[config.mk]
export PLATFORM = sky130hd
export DESIGN_NAME = height_to_color_ramp_unit
export DESIGN_NICKNAME = d
export VERILOG_FILES = /design/src/rtl/core/hcr_pkg.sv /design/src/rtl/core/hcr_front.sv /design/src/rtl/core/hcr_div_cell.sv /design/src/rtl/core/hcr_shade.sv /design/src/rtl/core/height_to_color_ramp_unit.sv
export SDC_FILE = /design/constraint.sdc
export NUM_CORES = 2
export LEC_CHECK = 0
export BUFFER_PORTS_ARGS = -buffer_cell sky130_fd_sc_hd__buf_2
export CAP_MARGIN = 5
export CORE_ASPECT_RATIO = 0.7
export CORE_MARGIN = 2
export CORE_UTILIZATION = 61
export CTS_CLUSTER_SIZE = 14
export DETAILED_ROUTE_END_ITERATION = 16
export GPL_ROUTABILITY_DRIVEN = 0
export GPL_TIMING_DRIVEN = 0
export PLACE_DENSITY = 0.84
export SLEW_MARGIN = 40
export SYNTH_ARGS = -nofsm -noshare
export SYNTH_HDL_FRONTEND = slang
export SYNTH_SLANG_ARGS = --single-unit
export TNS_END_PERCENT = 1
[constraint.sdc]
create_clock -name clock -period 7.9 [get_ports clock]
set_clock_uncertainty 0.2 [all_clocks]
set_input_delay 0.395 -clock clock [delete_from_list [all_inputs] [get_ports clock]]
set_output_delay 0.395 -clock clock [all_outputs]
set_load 0.02 [all_outputs]
[src/rtl/core/hcr_pkg.sv]
package hcr_pkg;

   localparam int HEIGHT_W    = 16;
   localparam int COLOR_W     = 24;
   localparam int CH_W        = 8;
   localparam int FRAC_BITS   = 16;
   // breaks up to 64, so a position below the top break fits in this width
   localparam int BREAK_W     = FRAC_BITS + 7;
   // channel steps are multiples of 2^STEP_LOG
   localparam int STEP_LOG    = 6;
   localparam int RECIP_SHIFT = 40;
   localparam int RECIP_W     = 31;
   localparam int CSR_INDEX_W = 1;

   localparam int GROUP_TOTAL_DEF  = 10;
   localparam int FIRST_BREAK_DEF  = 2;
   localparam int SECOND_BREAK_DEF = 5;
   localparam int THIRD_BREAK_DEF  = 8;

   localparam logic [CH_W-1:0]    CH_ZERO    = 8'h00;
   localparam logic [CH_W-1:0]    CH_QUARTER = 8'h40;
   localparam logic [CH_W-1:0]    CH_HALF    = 8'h80;
   localparam logic [CH_W-1:0]    CH_THREE_Q = 8'hC0;
   localparam logic [CH_W-1:0]    CH_FULL    = 8'hFF;
   localparam logic [COLOR_W-1:0] RGB_WHITE  = 24'hFFFFFF;

   typedef enum logic [CSR_INDEX_W-1:0] {
      CSR_HEIGHT_MIN = 1'b0,
      CSR_HEIGHT_MAX = 1'b1
   } csr_index_type;

   // side information that travels with every request
   typedef struct packed {
      logic               has_color;
      logic [COLOR_W-1:0] given_color;
      logic               zero;    // position forced to 0
      logic               white;   // position beyond the quotient range or the top break
   } token_type;

endpackage

[src/rtl/core/hcr_front.sv]
module hcr_front
   import hcr_pkg::*;
#(
   parameter int GROUP_TOTAL = GROUP_TOTAL_DEF,
   parameter int QUOT_INT_W  = 4
) (
   input  logic                       clock,
   input  logic                       reset,
   input  logic                       up_valid,
   output logic                       up_ready,
   input  logic signed [HEIGHT_W-1:0] up_height,
   input  logic                       up_has_color,
   input  logic [COLOR_W-1:0]         up_given_color,
   input  logic signed [HEIGHT_W-1:0] height_min,
   input  logic signed [HEIGHT_W-1:0] height_max,
   input  logic [HEIGHT_W-1:0]        span,
   output logic                       dn_valid,
   input  logic                       dn_ready,
   output logic [HEIGHT_W-1:0]        dn_rem,
   output logic [FRAC_BITS+QUOT_INT_W-1:0] dn_dq,
   output token_type                  dn_tok
);

   localparam int QW = FRAC_BITS + QUOT_INT_W;
   localparam int GW = $clog2(GROUP_TOTAL + 1);
   localparam int NW = HEIGHT_W + GW;

   logic [HEIGHT_W:0]   diff;
   logic [NW-1:0]       scaled;
   logic                use_ramp;
   logic                ovf;
   logic                load;

   logic                valid_ff, valid_in;
   logic [HEIGHT_W-1:0] rem_ff, rem_in;
   logic [QW-1:0]       dq_ff, dq_in;
   token_type           tok_ff, tok_in;

   assign diff     = {up_height[HEIGHT_W-1], up_height} - {height_min[HEIGHT_W-1], height_min};
   assign use_ramp = (height_max > height_min) && (up_height > height_min);
   assign scaled   = NW'(diff[HEIGHT_W-1:0]) * NW'(GROUP_TOTAL);
   // quotient would not fit in QW bits
   assign ovf      = (scaled >> QUOT_INT_W) >= NW'(span);
   assign load     = !valid_ff || dn_ready;
   assign up_ready = load;

   always_comb begin
      valid_in = load ? up_valid : valid_ff;
      rem_in   = rem_ff;
      dq_in    = dq_ff;
      tok_in   = tok_ff;
      if (load && up_valid) begin
         rem_in             = HEIGHT_W'(scaled >> QUOT_INT_W);
         dq_in              = {scaled[QUOT_INT_W-1:0], FRAC_BITS'(0)};
         tok_in.has_color   = up_has_color;
         tok_in.given_color = up_given_color;
         tok_in.zero        = !use_ramp;
         tok_in.white       = use_ramp && ovf;
      end
   end

   always_ff @(posedge clock) begin
      if (reset) begin
         valid_ff <= 1'b0;
      end else begin
         valid_ff <= valid_in;
      end
   end

   always_ff @(posedge clock) begin
      rem_ff <= rem_in;
      dq_ff  <= dq_in;
      tok_ff <= tok_in;
   end

   assign dn_valid = valid_ff;
   assign dn_rem   = rem_ff;
   assign dn_dq    = dq_ff;
   assign dn_tok   = tok_ff;

endmodule

[src/rtl/core/hcr_div_cell.sv]
module hcr_div_cell
   import hcr_pkg::*;
#(
   parameter int QUOT_W = FRAC_BITS + 4
) (
   input  logic                clock,
   input  logic                reset,
   input  logic [HEIGHT_W-1:0] span,
   input  logic                up_valid,
   output logic                up_ready,
   input  logic [HEIGHT_W-1:0] up_rem,
   input  logic [QUOT_W-1:0]   up_dq,
   input  token_type           up_tok,
   output logic                dn_valid,
   input  logic                dn_ready,
   output logic [HEIGHT_W-1:0] dn_rem,
   output logic [QUOT_W-1:0]   dn_dq,
   output token_type           dn_tok
);

   // dq: unread dividend bits leave at the top, quotient bits enter at the bottom
   logic [HEIGHT_W:0]   trial;
   logic [HEIGHT_W:0]   less;
   logic                fits;
   logic                load;

   logic                valid_ff, valid_in;
   logic [HEIGHT_W-1:0] rem_ff, rem_in;
   logic [QUOT_W-1:0]   dq_ff, dq_in;
   token_type           tok_ff, tok_in;

   assign trial    = {up_rem, up_dq[QUOT_W-1]};
   assign less     = trial - {1'b0, span};
   assign fits     = trial >= {1'b0, span};
   assign load     = !valid_ff || dn_ready;
   assign up_ready = load;

   always_comb begin
      valid_in = load ? up_valid : valid_ff;
      rem_in   = rem_ff;
      dq_in    = dq_ff;
      tok_in   = tok_ff;
      if (load && up_valid) begin
         rem_in = fits ? less[HEIGHT_W-1:0] : trial[HEIGHT_W-1:0];
         dq_in  = {up_dq[QUOT_W-2:0], fits};
         tok_in = up_tok;
      end
   end

   always_ff @(posedge clock) begin
      if (reset) begin
         valid_ff <= 1'b0;
      end else begin
         valid_ff <= valid_in;
      end
   end

   always_ff @(posedge clock) begin
      rem_ff <= rem_in;
      dq_ff  <= dq_in;
      tok_ff <= tok_in;
   end

   assign dn_valid = valid_ff;
   assign dn_rem   = rem_ff;
   assign dn_dq    = dq_ff;
   assign dn_tok   = tok_ff;

   // partial remainder stays below the divisor
   a_rem_below_span: assert property (@(posedge clock) disable iff (reset)
      valid_ff && !tok_ff.zero && !tok_ff.white |-> rem_ff < span)
      else $error("remainder not below divisor");

   // a stalled cell keeps its request
   a_stall_holds: assert property (@(posedge clock) disable iff (reset)
      valid_ff && !dn_ready |=> valid_ff && $stable(dq_ff) && $stable(rem_ff))
      else $error("stalled cell lost its contents");

endmodule

[src/rtl/core/hcr_shade.sv]
module hcr_shade
   import hcr_pkg::*;
#(
   parameter int FIRST_BREAK  = FIRST_BREAK_DEF,
   parameter int SECOND_BREAK = SECOND_BREAK_DEF,
   parameter int THIRD_BREAK  = THIRD_BREAK_DEF,
   parameter int QUOT_W       = FRAC_BITS + 4
) (
   input  logic               clock,
   input  logic               reset,
   input  logic               up_valid,
   output logic               up_ready,
   input  logic [QUOT_W-1:0]  up_quot,
   input  token_type          up_tok,
   output logic               rsp_valid,
   input  logic               rsp_ready,
   output logic [COLOR_W-1:0] rsp_rgb
);

   localparam int LEN_LOW  = FIRST_BREAK;
   localparam int LEN_MID  = (SECOND_BREAK > FIRST_BREAK) ? SECOND_BREAK - FIRST_BREAK : 1;
   localparam int LEN_HIGH = (THIRD_BREAK > SECOND_BREAK) ? THIRD_BREAK - SECOND_BREAK : 1;
   localparam int TW       = QUOT_W + RECIP_W;
   localparam int TXW      = TW + 2;
   localparam int RNUM_LOG = RECIP_SHIFT - FRAC_BITS + STEP_LOG;

   localparam logic [BREAK_W-1:0] BRK1 = BREAK_W'(FIRST_BREAK) << FRAC_BITS;
   localparam logic [BREAK_W-1:0] BRK2 = BREAK_W'(SECOND_BREAK) << FRAC_BITS;
   localparam logic [BREAK_W-1:0] BRK3 = BREAK_W'(THIRD_BREAK) << FRAC_BITS;
   localparam logic [BREAK_W-1:0] SPAN_LOW  = BREAK_W'(LEN_LOW) << FRAC_BITS;
   localparam logic [BREAK_W-1:0] SPAN_MID  = BREAK_W'(LEN_MID) << FRAC_BITS;
   localparam logic [BREAK_W-1:0] SPAN_HIGH = BREAK_W'(LEN_HIGH) << FRAC_BITS;

   // ceil(2^30 / L): exact floor of k*d / (L*2^10) after a 40-bit shift
   localparam logic [RECIP_W-1:0] RECIP_LOW =
      RECIP_W'(((64'd1 << RNUM_LOG) + 64'(LEN_LOW) - 64'd1) / 64'(LEN_LOW));
   localparam logic [RECIP_W-1:0] RECIP_MID =
      RECIP_W'(((64'd1 << RNUM_LOG) + 64'(LEN_MID) - 64'd1) / 64'(LEN_MID));
   localparam logic [RECIP_W-1:0] RECIP_HIGH =
      RECIP_W'(((64'd1 << RNUM_LOG) + 64'(LEN_HIGH) - 64'd1) / 64'(LEN_HIGH));

   typedef enum logic [1:0] {SEG_LOW, SEG_MID, SEG_HIGH, SEG_TOP} seg_type;

   logic                load_a, load_b, load_c;
   logic [BREAK_W-1:0]  pos;
   logic [BREAK_W-1:0]  offs;
   seg_type             seg;
   logic [RECIP_W-1:0]  recip;
   logic [BREAK_W-1:0]  span_sel;
   logic [TXW-1:0]      t2, t3;
   logic [CH_W-1:0]     q1, q2, q3;
   logic [COLOR_W-1:0]  rgb;

   logic                valid_a_ff, valid_a_in;
   seg_type             seg_a_ff, seg_a_in;
   logic [QUOT_W-1:0]   d_a_ff, d_a_in;
   token_type           tok_a_ff, tok_a_in;

   logic                valid_b_ff, valid_b_in;
   seg_type             seg_b_ff, seg_b_in;
   logic [TW-1:0]       t_b_ff, t_b_in;
   token_type           tok_b_ff, tok_b_in;

   logic                valid_c_ff, valid_c_in;
   logic [COLOR_W-1:0]  rgb_c_ff, rgb_c_in;

   assign load_c   = !valid_c_ff || rsp_ready;
   assign load_b   = !valid_b_ff || load_c;
   assign load_a   = !valid_a_ff || load_b;
   assign up_ready = load_a;

   // stage A: segment pick and offset inside the segment
   always_comb begin
      pos = up_tok.zero ? BREAK_W'(0) : BREAK_W'(up_quot);
      priority if (pos < BRK1) begin
         seg  = SEG_LOW;
         offs = pos;
      end else if (pos < BRK2) begin
         seg  = SEG_MID;
         offs = pos - BRK1;
      end else if (pos < BRK3) begin
         seg  = SEG_HIGH;
         offs = pos - BRK2;
      end else begin
         seg  = SEG_TOP;
         offs = BREAK_W'(0);
      end
   end

   always_comb begin
      valid_a_in = load_a ? up_valid : valid_a_ff;
      seg_a_in   = seg_a_ff;
      d_a_in     = d_a_ff;
      tok_a_in   = tok_a_ff;
      if (load_a && up_valid) begin
         seg_a_in       = seg;
         d_a_in         = QUOT_W'(offs);
         tok_a_in       = up_tok;
         tok_a_in.white = up_tok.white || (seg == SEG_TOP);
      end
   end

   // stage B: offset times reciprocal of the segment length
   always_comb begin
      unique case (seg_a_ff)
         SEG_LOW: begin
            recip    = RECIP_LOW;
            span_sel = SPAN_LOW;
         end
         SEG_MID: begin
            recip    = RECIP_MID;
            span_sel = SPAN_MID;
         end
         SEG_HIGH: begin
            recip    = RECIP_HIGH;
            span_sel = SPAN_HIGH;
         end
         SEG_TOP: begin
            recip    = RECIP_LOW;
            span_sel = SPAN_LOW;
         end
      endcase
   end

   always_comb begin
      valid_b_in = load_b ? valid_a_ff : valid_b_ff;
      seg_b_in   = seg_b_ff;
      t_b_in     = t_b_ff;
      tok_b_in   = tok_b_ff;
      if (load_b && valid_a_ff) begin
         seg_b_in = seg_a_ff;
         t_b_in   = TW'(d_a_ff) * TW'(recip);
         tok_b_in = tok_a_ff;
      end
   end

   // stage C: steps of one, two and three quarters, then the colour
   assign t2 = TXW'(t_b_ff) << 1;
   assign t3 = TXW'(t_b_ff) + t2;
   assign q1 = t_b_ff[RECIP_SHIFT+CH_W-1:RECIP_SHIFT];
   assign q2 = t2[RECIP_SHIFT+CH_W-1:RECIP_SHIFT];
   assign q3 = t3[RECIP_SHIFT+CH_W-1:RECIP_SHIFT];

   always_comb begin
      priority if (tok_b_ff.has_color) begin
         rgb = tok_b_ff.given_color;
      end else if (tok_b_ff.white) begin
         rgb = RGB_WHITE;
      end else begin
         unique case (seg_b_ff)
            SEG_LOW:  rgb = {CH_ZERO, CH_ZERO, CH_HALF + q2};
            SEG_MID:  rgb = {q1, q2, CH_FULL - q3};
            SEG_HIGH: rgb = {CH_QUARTER + q1, CH_THREE_Q - q2, CH_QUARTER - q1};
            SEG_TOP:  rgb = RGB_WHITE;
         endcase
      end
   end

   always_comb begin
      valid_c_in = load_c ? valid_b_ff : valid_c_ff;
      rgb_c_in   = (load_c && valid_b_ff) ? rgb : rgb_c_ff;
   end

   always_ff @(posedge clock) begin
      if (reset) begin
         valid_a_ff <= 1'b0;
         valid_b_ff <= 1'b0;
         valid_c_ff <= 1'b0;
      end else begin
         valid_a_ff <= valid_a_in;
         valid_b_ff <= valid_b_in;
         valid_c_ff <= valid_c_in;
      end
   end

   always_ff @(posedge clock) begin
      seg_a_ff <= seg_a_in;
      d_a_ff   <= d_a_in;
      tok_a_ff <= tok_a_in;
      seg_b_ff <= seg_b_in;
      t_b_ff   <= t_b_in;
      tok_b_ff <= tok_b_in;
      rgb_c_ff <= rgb_c_in;
   end

   assign rsp_valid = valid_c_ff;
   assign rsp_rgb   = rgb_c_ff;

   // offset lies inside the chosen segment
   a_offs_in_seg: assert property (@(posedge clock) disable iff (reset)
      valid_a_ff && !tok_a_ff.white |-> BREAK_W'(d_a_ff) < span_sel)
      else $error("offset outside its segment");

   // stage B moves into the output register when it is free
   a_b_to_c: assert property (@(posedge clock) disable iff (reset)
      valid_b_ff && load_c |=> valid_c_ff)
      else $error("request dropped before output register");

   // explicit colour leaves untouched
   a_pass_color: assert property (@(posedge clock) disable iff (reset)
      valid_b_ff && load_c && tok_b_ff.has_color |=> rsp_rgb == $past(tok_b_ff.given_color))
      else $error("explicit colour altered");

endmodule

[src/rtl/core/height_to_color_ramp_unit.sv]
// Channel   | Handshake              | Payload
// ----------+------------------------+-----------------------------------------
// request   | req_tvalid/req_tready  | tdata: height[15:0], given_color[39:16];
//           |                        | tuser: has_color
// response  | rsp_tvalid/rsp_tready  | tdata: rgb[23:0] (0xRRGGBB)
// csr       | csr_we (no wait)       | csr_index, csr_wdata[15:0]
//
// One request per cycle sustained while rsp_tready stays high. The pipeline is
// one front stage, a row of QUOT_W restoring-divider cells that each settle one
// quotient bit, then three shading stages.
// Reset (synchronous) clears every valid bit and both height registers.
// Every stage has its own valid bit and loads when it is empty or its
// neighbour moves, so rsp_tready low fills the row before req_tready drops.
module height_to_color_ramp_unit
   import hcr_pkg::*;
#(
   parameter int GROUP_TOTAL  = GROUP_TOTAL_DEF,
   parameter int FIRST_BREAK  = FIRST_BREAK_DEF,
   parameter int SECOND_BREAK = SECOND_BREAK_DEF,
   parameter int THIRD_BREAK  = THIRD_BREAK_DEF
) (
   input  logic                   clock,
   input  logic                   reset,
   input  logic                   req_tvalid,
   output logic                   req_tready,
   input  logic [HEIGHT_W+COLOR_W-1:0] req_tdata,  // height, given_color
   input  logic                   req_tuser,       // has_color
   output logic                   rsp_tvalid,
   input  logic                   rsp_tready,
   output logic [COLOR_W-1:0]     rsp_tdata,       // rgb
   input  logic                   csr_we,
   input  logic [CSR_INDEX_W-1:0] csr_index,
   input  logic [HEIGHT_W-1:0]    csr_wdata
);

   // quotient wide enough for every position below the highest break
   localparam int MAX_BREAK  = (FIRST_BREAK > SECOND_BREAK) ?
      ((FIRST_BREAK > THIRD_BREAK) ? FIRST_BREAK : THIRD_BREAK) :
      ((SECOND_BREAK > THIRD_BREAK) ? SECOND_BREAK : THIRD_BREAK);
   localparam int QUOT_INT_W = $clog2(MAX_BREAK) + 1;
   localparam int QUOT_W     = FRAC_BITS + QUOT_INT_W;

   logic signed [HEIGHT_W-1:0] height_min_ff, height_min_in;
   logic signed [HEIGHT_W-1:0] height_max_ff, height_max_in;
   logic [HEIGHT_W-1:0]        span_ff, span_in;

   // link i feeds cell i; link 0 is the front stage, link QUOT_W the last cell
   logic                link_valid [QUOT_W+1];
   logic                link_ready [QUOT_W+1];
   logic [HEIGHT_W-1:0] link_rem   [QUOT_W+1];
   logic [QUOT_W-1:0]   link_dq    [QUOT_W+1];
   token_type           link_tok   [QUOT_W+1];

   // csr writes; span is the divisor, loaded together with the height registers
   always_comb begin
      height_min_in = height_min_ff;
      height_max_in = height_max_ff;
      if (csr_we) begin
         unique case (csr_index)
            CSR_HEIGHT_MIN: height_min_in = csr_wdata;
            CSR_HEIGHT_MAX: height_max_in = csr_wdata;
         endcase
      end
      span_in = height_max_in - height_min_in;
   end

   always_ff @(posedge clock) begin
      if (reset) begin
         height_min_ff <= '0;
         height_max_ff <= '0;
         span_ff       <= '0;
      end else begin
         height_min_ff <= height_min_in;
         height_max_ff <= height_max_in;
         span_ff       <= span_in;
      end
   end

   // front: offset from the minimum, scaled by the group count
   hcr_front #(
      .GROUP_TOTAL (GROUP_TOTAL),
      .QUOT_INT_W  (QUOT_INT_W)
   ) u_front (
      .clock          (clock),
      .reset          (reset),
      .up_valid       (req_tvalid),
      .up_ready       (req_tready),
      .up_height      (req_tdata[HEIGHT_W-1:0]),
      .up_has_color   (req_tuser),
      .up_given_color (req_tdata[HEIGHT_W+COLOR_W-1:HEIGHT_W]),
      .height_min     (height_min_ff),
      .height_max     (height_max_ff),
      .span           (span_ff),
      .dn_valid       (link_valid[0]),
      .dn_ready       (link_ready[0]),
      .dn_rem         (link_rem[0]),
      .dn_dq          (link_dq[0]),
      .dn_tok         (link_tok[0])
   );

   // divider row, most significant quotient bit first
   for (genvar i = 0; i < QUOT_W; i++) begin : g_cell
      hcr_div_cell #(
         .QUOT_W (QUOT_W)
      ) u_cell (
         .clock    (clock),
         .reset    (reset),
         .span     (span_ff),
         .up_valid (link_valid[i]),
         .up_ready (link_ready[i]),
         .up_rem   (link_rem[i]),
         .up_dq    (link_dq[i]),
         .up_tok   (link_tok[i]),
         .dn_valid (link_valid[i+1]),
         .dn_ready (link_ready[i+1]),
         .dn_rem   (link_rem[i+1]),
         .dn_dq    (link_dq[i+1]),
         .dn_tok   (link_tok[i+1])
      );
   end

   // shading: segment, reciprocal multiply, colour and output register
   hcr_shade #(
      .FIRST_BREAK  (FIRST_BREAK),
      .SECOND_BREAK (SECOND_BREAK),
      .THIRD_BREAK  (THIRD_BREAK),
      .QUOT_W       (QUOT_W)
   ) u_shade (
      .clock     (clock),
      .reset     (reset),
      .up_valid  (link_valid[QUOT_W]),
      .up_ready  (link_ready[QUOT_W]),
      .up_quot   (link_dq[QUOT_W]),
      .up_tok    (link_tok[QUOT_W]),
      .rsp_valid (rsp_tvalid),
      .rsp_ready (rsp_tready),
      .rsp_rgb   (rsp_tdata)
   );

endmodule
==> results.json <==
{
  "grt_first_pass_wirelength_mm": 253,
  "pin_count_of_the_biggest_net_entering_global_routing": 43,
  "yosys_register_bits": 1322,
  "floorplan.die.height_um": 287,
  "maxCapViolCount": 0,
  "hold_start": "csr_we",
  "synth-edff-count": 1250,
  "timing.final.hold_violations": 0,
  "max_freq_ghz": 0.131,
  "mostFrequentLayoutCells": "edfxtp_1 (1250), ha_1 (646), inv_1 (449)",
  "netlist_cell_types": 97,
  "core-area_um2": 113000,
  "via_per_inst": 6.19,
  "multiplexer_share_of_the_synthesized_area": 0.0311,
  "final_cell_count_no_fill": 7359,
  "vias": 45555,
  "worst_hold_path.endpoint": "span_ff[15]",
  "run_status": "finished, final reports clean",
  "ctsLongestPathBuffers": 3,
  "rsz_0062_raised_after_global_routing": "false",
  "max_slew.worst_pin.slew_ns": 1.03,
  "irDropWorstVdd_mv": 0.194,
  "timing.critical_path.to_type": "flop",
  "die-width_um": 409,
  "mostFrequentLayoutCell": "edfxtp_1",
  "global_route_total_overflow": 0,
  "first_pass_iters": 7,
  "synthesized_instance_count": 5409,
  "finalWirelength_mm": 162,
  "clk_transition_reported_paths_ns": 0.07,
  "share_of_layout_cells_above_drive_strength_1": 0.118,
  "detailed_place_hpwl_mm": 106,
  "dpl_cell_area_um2": 73700,
  "compound_cell_area_share_of_the_yosys_netlist": 0.0988,
  "postSynth.topFlopCell": "edfxtp_1",
  "globalRouteTotalUtil": 0.273,
  "worst_path_maximum_fanout": 10,
  "dp_slack_ns": -0.534,
  "yosys.area_share.adder": 0.162,
  "final.setup.worst_slack_ns": 0.277,
  "routed_wire_length_per_instance_um": 22.0,
  "worst_hold_path_type": "primary input to flop",
  "worst_setup_start_kind": "flop",
  "grt_antenna_before_repair": 2,
  "maxSlewHeadroom": 0.306,
  "final_net_count": 6626,
  "seq_area_frac_synth": 0.557,
  "area_taken_by_multi_input_logic_gates_um2": 29200,
  "final-setup-viol-count": 0,
  "synth_top_family_by_area": "adder cells",
  "worstHoldPathCells": 5,
  "timing.final.crit_share": 0.965,
  "power.static_leakage_nw": 30.2,
  "finish.instance_area_um2": 78300,
  "initial_utilization": 0.617,
  "regToRegSetupSlack_ns": 0.28,
  "timing.reg2reg.worst_path_depth": 26,
  "fp.dieArea_um2": 117000,
  "post-route-drc-count": 0,
  "tritoncts.num_buffers": 120,
  "timing_max_transition_violations_final": 0,
  "critical-path-top-cell-by-count": "fa_1",
  "synthesis.yosys.warnings": 0,
  "delay_of_the_slowest_critical_path_stage_ns": 0.56,
  "num_rows": 103,
  "syn-cell-area_um2": 69900,
  "antenna_cells": 0,
  "antenna_violating_nets_post_route": 0,
  "finalWorstPathRequiredPeriod_ns": 7.62,
  "drt_iter0_markers": 4960,
  "ys_async_sr_fraction": 0,
  "cts.htree.levels": 3,
  "flow.area_growth_from_synthesis_pct": 11.9,
  "place.port_buffers": 88,
  "path_class": "flop to flop",
  "power_density_nw_per_um2": 239,
  "basic_gate_share_of_the_synthesized_area_counting_and_or_nand_and_nor_cells": 0.0838,
  "clock_tree.root_cell": "clkbuf_16",
  "worst_ep_required_time_ns": 8.18,
  "numPlacedInstances": 7090,
  "critical_path.reg2reg.startpoint": "u_shade.seg_a_ff[0]",
  "worst_path_max_delay_cell": "fa_1",
  "fillers": 7127,
  "tritoncts": "yes",
  "insertion_delay_ns": 0.76,
  "syn_area_per_cell_um2": 12.9,
  "number_of_global_route_vias_before_repair": 45876,
  "worstReg2RegEnd": "u_shade.t_b_ff[45]",
  "synth_xor_xnor_area_share": 0.0361,
  "clock_sink_count": 1322,
  "timing.critical_path.arrival_ns": 7.90,
  "seq_area_um2": 39000,
  "pin_count": 89
}
==> flip-flops by register name, indices dropped and copies added (netlist names), 20 cells and up <==
signal and flops:
g_cell.u_cell.dn_dq 213, g_cell.u_cell.dn_rem 304, g_cell.u_cell.dn_tok 540, g_cell.u_cell.dn_valid 20
u_front.dn_tok 27, u_shade.d_a_ff 20, u_shade.rsp_rgb 24, u_shade.t_b_ff 47
u_shade.tok_a_ff 26, u_shade.tok_b_ff 26
==> synth_stat cells, types with 24 or more instances <==
| cell type | count | share of area |
|---|---|---|
| inv_1 | 465 | 0.025 |
| nand4_1 | 67 | 0.0060 |
| clkbuf_1 | 36 | 0.0019 |
| xnor2_1 | 193 | 0.024 |
| a21boi_0 | 31 | 0.0033 |
| nor3_1 | 82 | 0.0059 |
| o21a_1 | 65 | 0.0070 |
| xor2_1 | 95 | 0.012 |
| mux2i_1 | 41 | 0.0059 |
| and3_1 | 29 | 0.0026 |
| mux2_2 | 149 | 0.024 |
| ha_1 | 652 | 0.12 |
| a21o_1 | 104 | 0.011 |
| and2_1 | 76 | 0.0068 |
| nor2_1 | 374 | 0.020 |
| a21oi_1 | 326 | 0.023 |
| o31ai_1 | 45 | 0.0048 |
| edfxtp_1 | 1250 | 0.54 |
| a211oi_1 | 24 | 0.0026 |
| nand3_1 | 107 | 0.0077 |
| o21ai_0 | 173 | 0.012 |
| dfxtp_1 | 72 | 0.021 |
| fa_1 | 158 | 0.045 |
| nand2_1 | 221 | 0.012 |
| nor2b_1 | 92 | 0.0082 |
| nand2b_1 | 54 | 0.0048 |
| o21ai_1 | 32 | 0.0023 |
==> where the power goes <==
group | switching, mW | leakage, nW | internal, mW | total (mW)
Clock | 2.69 | 1.85 | 3.10 | 5.79
Combinational | 2.79 | 16.5 | 2.07 | 4.85
Sequential | 0.104 | 11.9 | 7.99 | 8.09
==> cell families (layout without fill, tap and decap cells) <==
| kind of cell | count (synthesis) | count (layout) |
|---|---|---|
| other | 1 | 4 |
| XOR/XNOR | 288 | 288 |
| AND/OR/NAND/NOR | 1200 | 1200 |
| multiplexers | 196 | 196 |
| AO/OA/AOI/OAI | 1052 | 1052 |
| adder cells (fa/ha/maj) | 810 | 810 |
| flip-flops | 1322 | 1322 |
| buffers and inverters | 540 | 965 |
==> per-layer routing <==
metal	up-vias	GRT usage	share of wire
met4	4	0.0978	0.039
li1	20644	-	-
met1	22101	0.365	0.41
met3	521	0.0511	0.082
met2	2285	0.451	0.47
met5	-	0	0.00017
==> through the flow <==
stage	util	power [mW]	TNS (ns)	hold slack (ns)
2_1_floorplan	-	11.7	0	0.200
3_3_place_gp	0.638	12.6	-232.78	0.200
3_5_place_dp	0.651	12.8	-2.46	0.205
4_1_cts	0.689	18.7	0	0.0165
5_1_grt	0.691	19.5	0	0.0970
6_report	0.691	18.7	0	0.0948
==> area by class of cell <==
cell class                      instances  share of cell area
Multi-Input combinational cell       3550               0.372
Buffer                                 70             0.00508
Clock buffer                          153              0.0409
Tap cell                             1522              0.0243
Timing Repair Buffer                  219              0.0286
Sequential cell                      1322               0.498
Inverter                              470              0.0227
Clock inverter                         53             0.00787
==> worst max-delay path: cells and delay by family, from the launching register on <==
kind | cells | cell delay (ns)
buffers and inverters | 6 | 0.64
AOI/OAI and AO/OA | 9 | 1.83
adders and majority gates | 8 | 3.70
and+or+nand+nor | 1 | 0.17
xor gates and xnor gates | 2 | 0.36
DFF | 1 | 0.45
==> how the worst max path moves through the flow <==
stage | slack [ns] | cells after the start | startpoint | end
finish | 0.28 | 26 | u_shade.seg_a_ff[0] | u_shade.t_b_ff[45]
global route | 0.02 | 26 | u_shade.seg_a_ff[0] | u_shade.t_b_ff[45]
CTS | 0.03 | 24 | u_shade.seg_a_ff[0] | u_shade.t_b_ff[46]
detailed placement | -0.53 | 25 | u_shade.seg_a_ff[0] | u_shade.t_b_ff[47]
global placement | -1.61 | 3 | rsp_tready | u_shade.t_b_ff[30]
floorplan | 0.71 | 25 | u_shade.seg_a_ff[1] | u_shade.t_b_ff[47]
==> what timing repair did <==
action / in CTS / in global routing
pin swaps: 3 / 12
hold buffers: 48 / 0
setup buffers: 3 / 12
resized for setup: 12 / 23
endpoints found under the hold margin: 85 / 0
gates cloned: 0 / 0
endpoints found under the setup margin: 12 / 11
No activity file was read; power rests on OpenSTA's default activity.
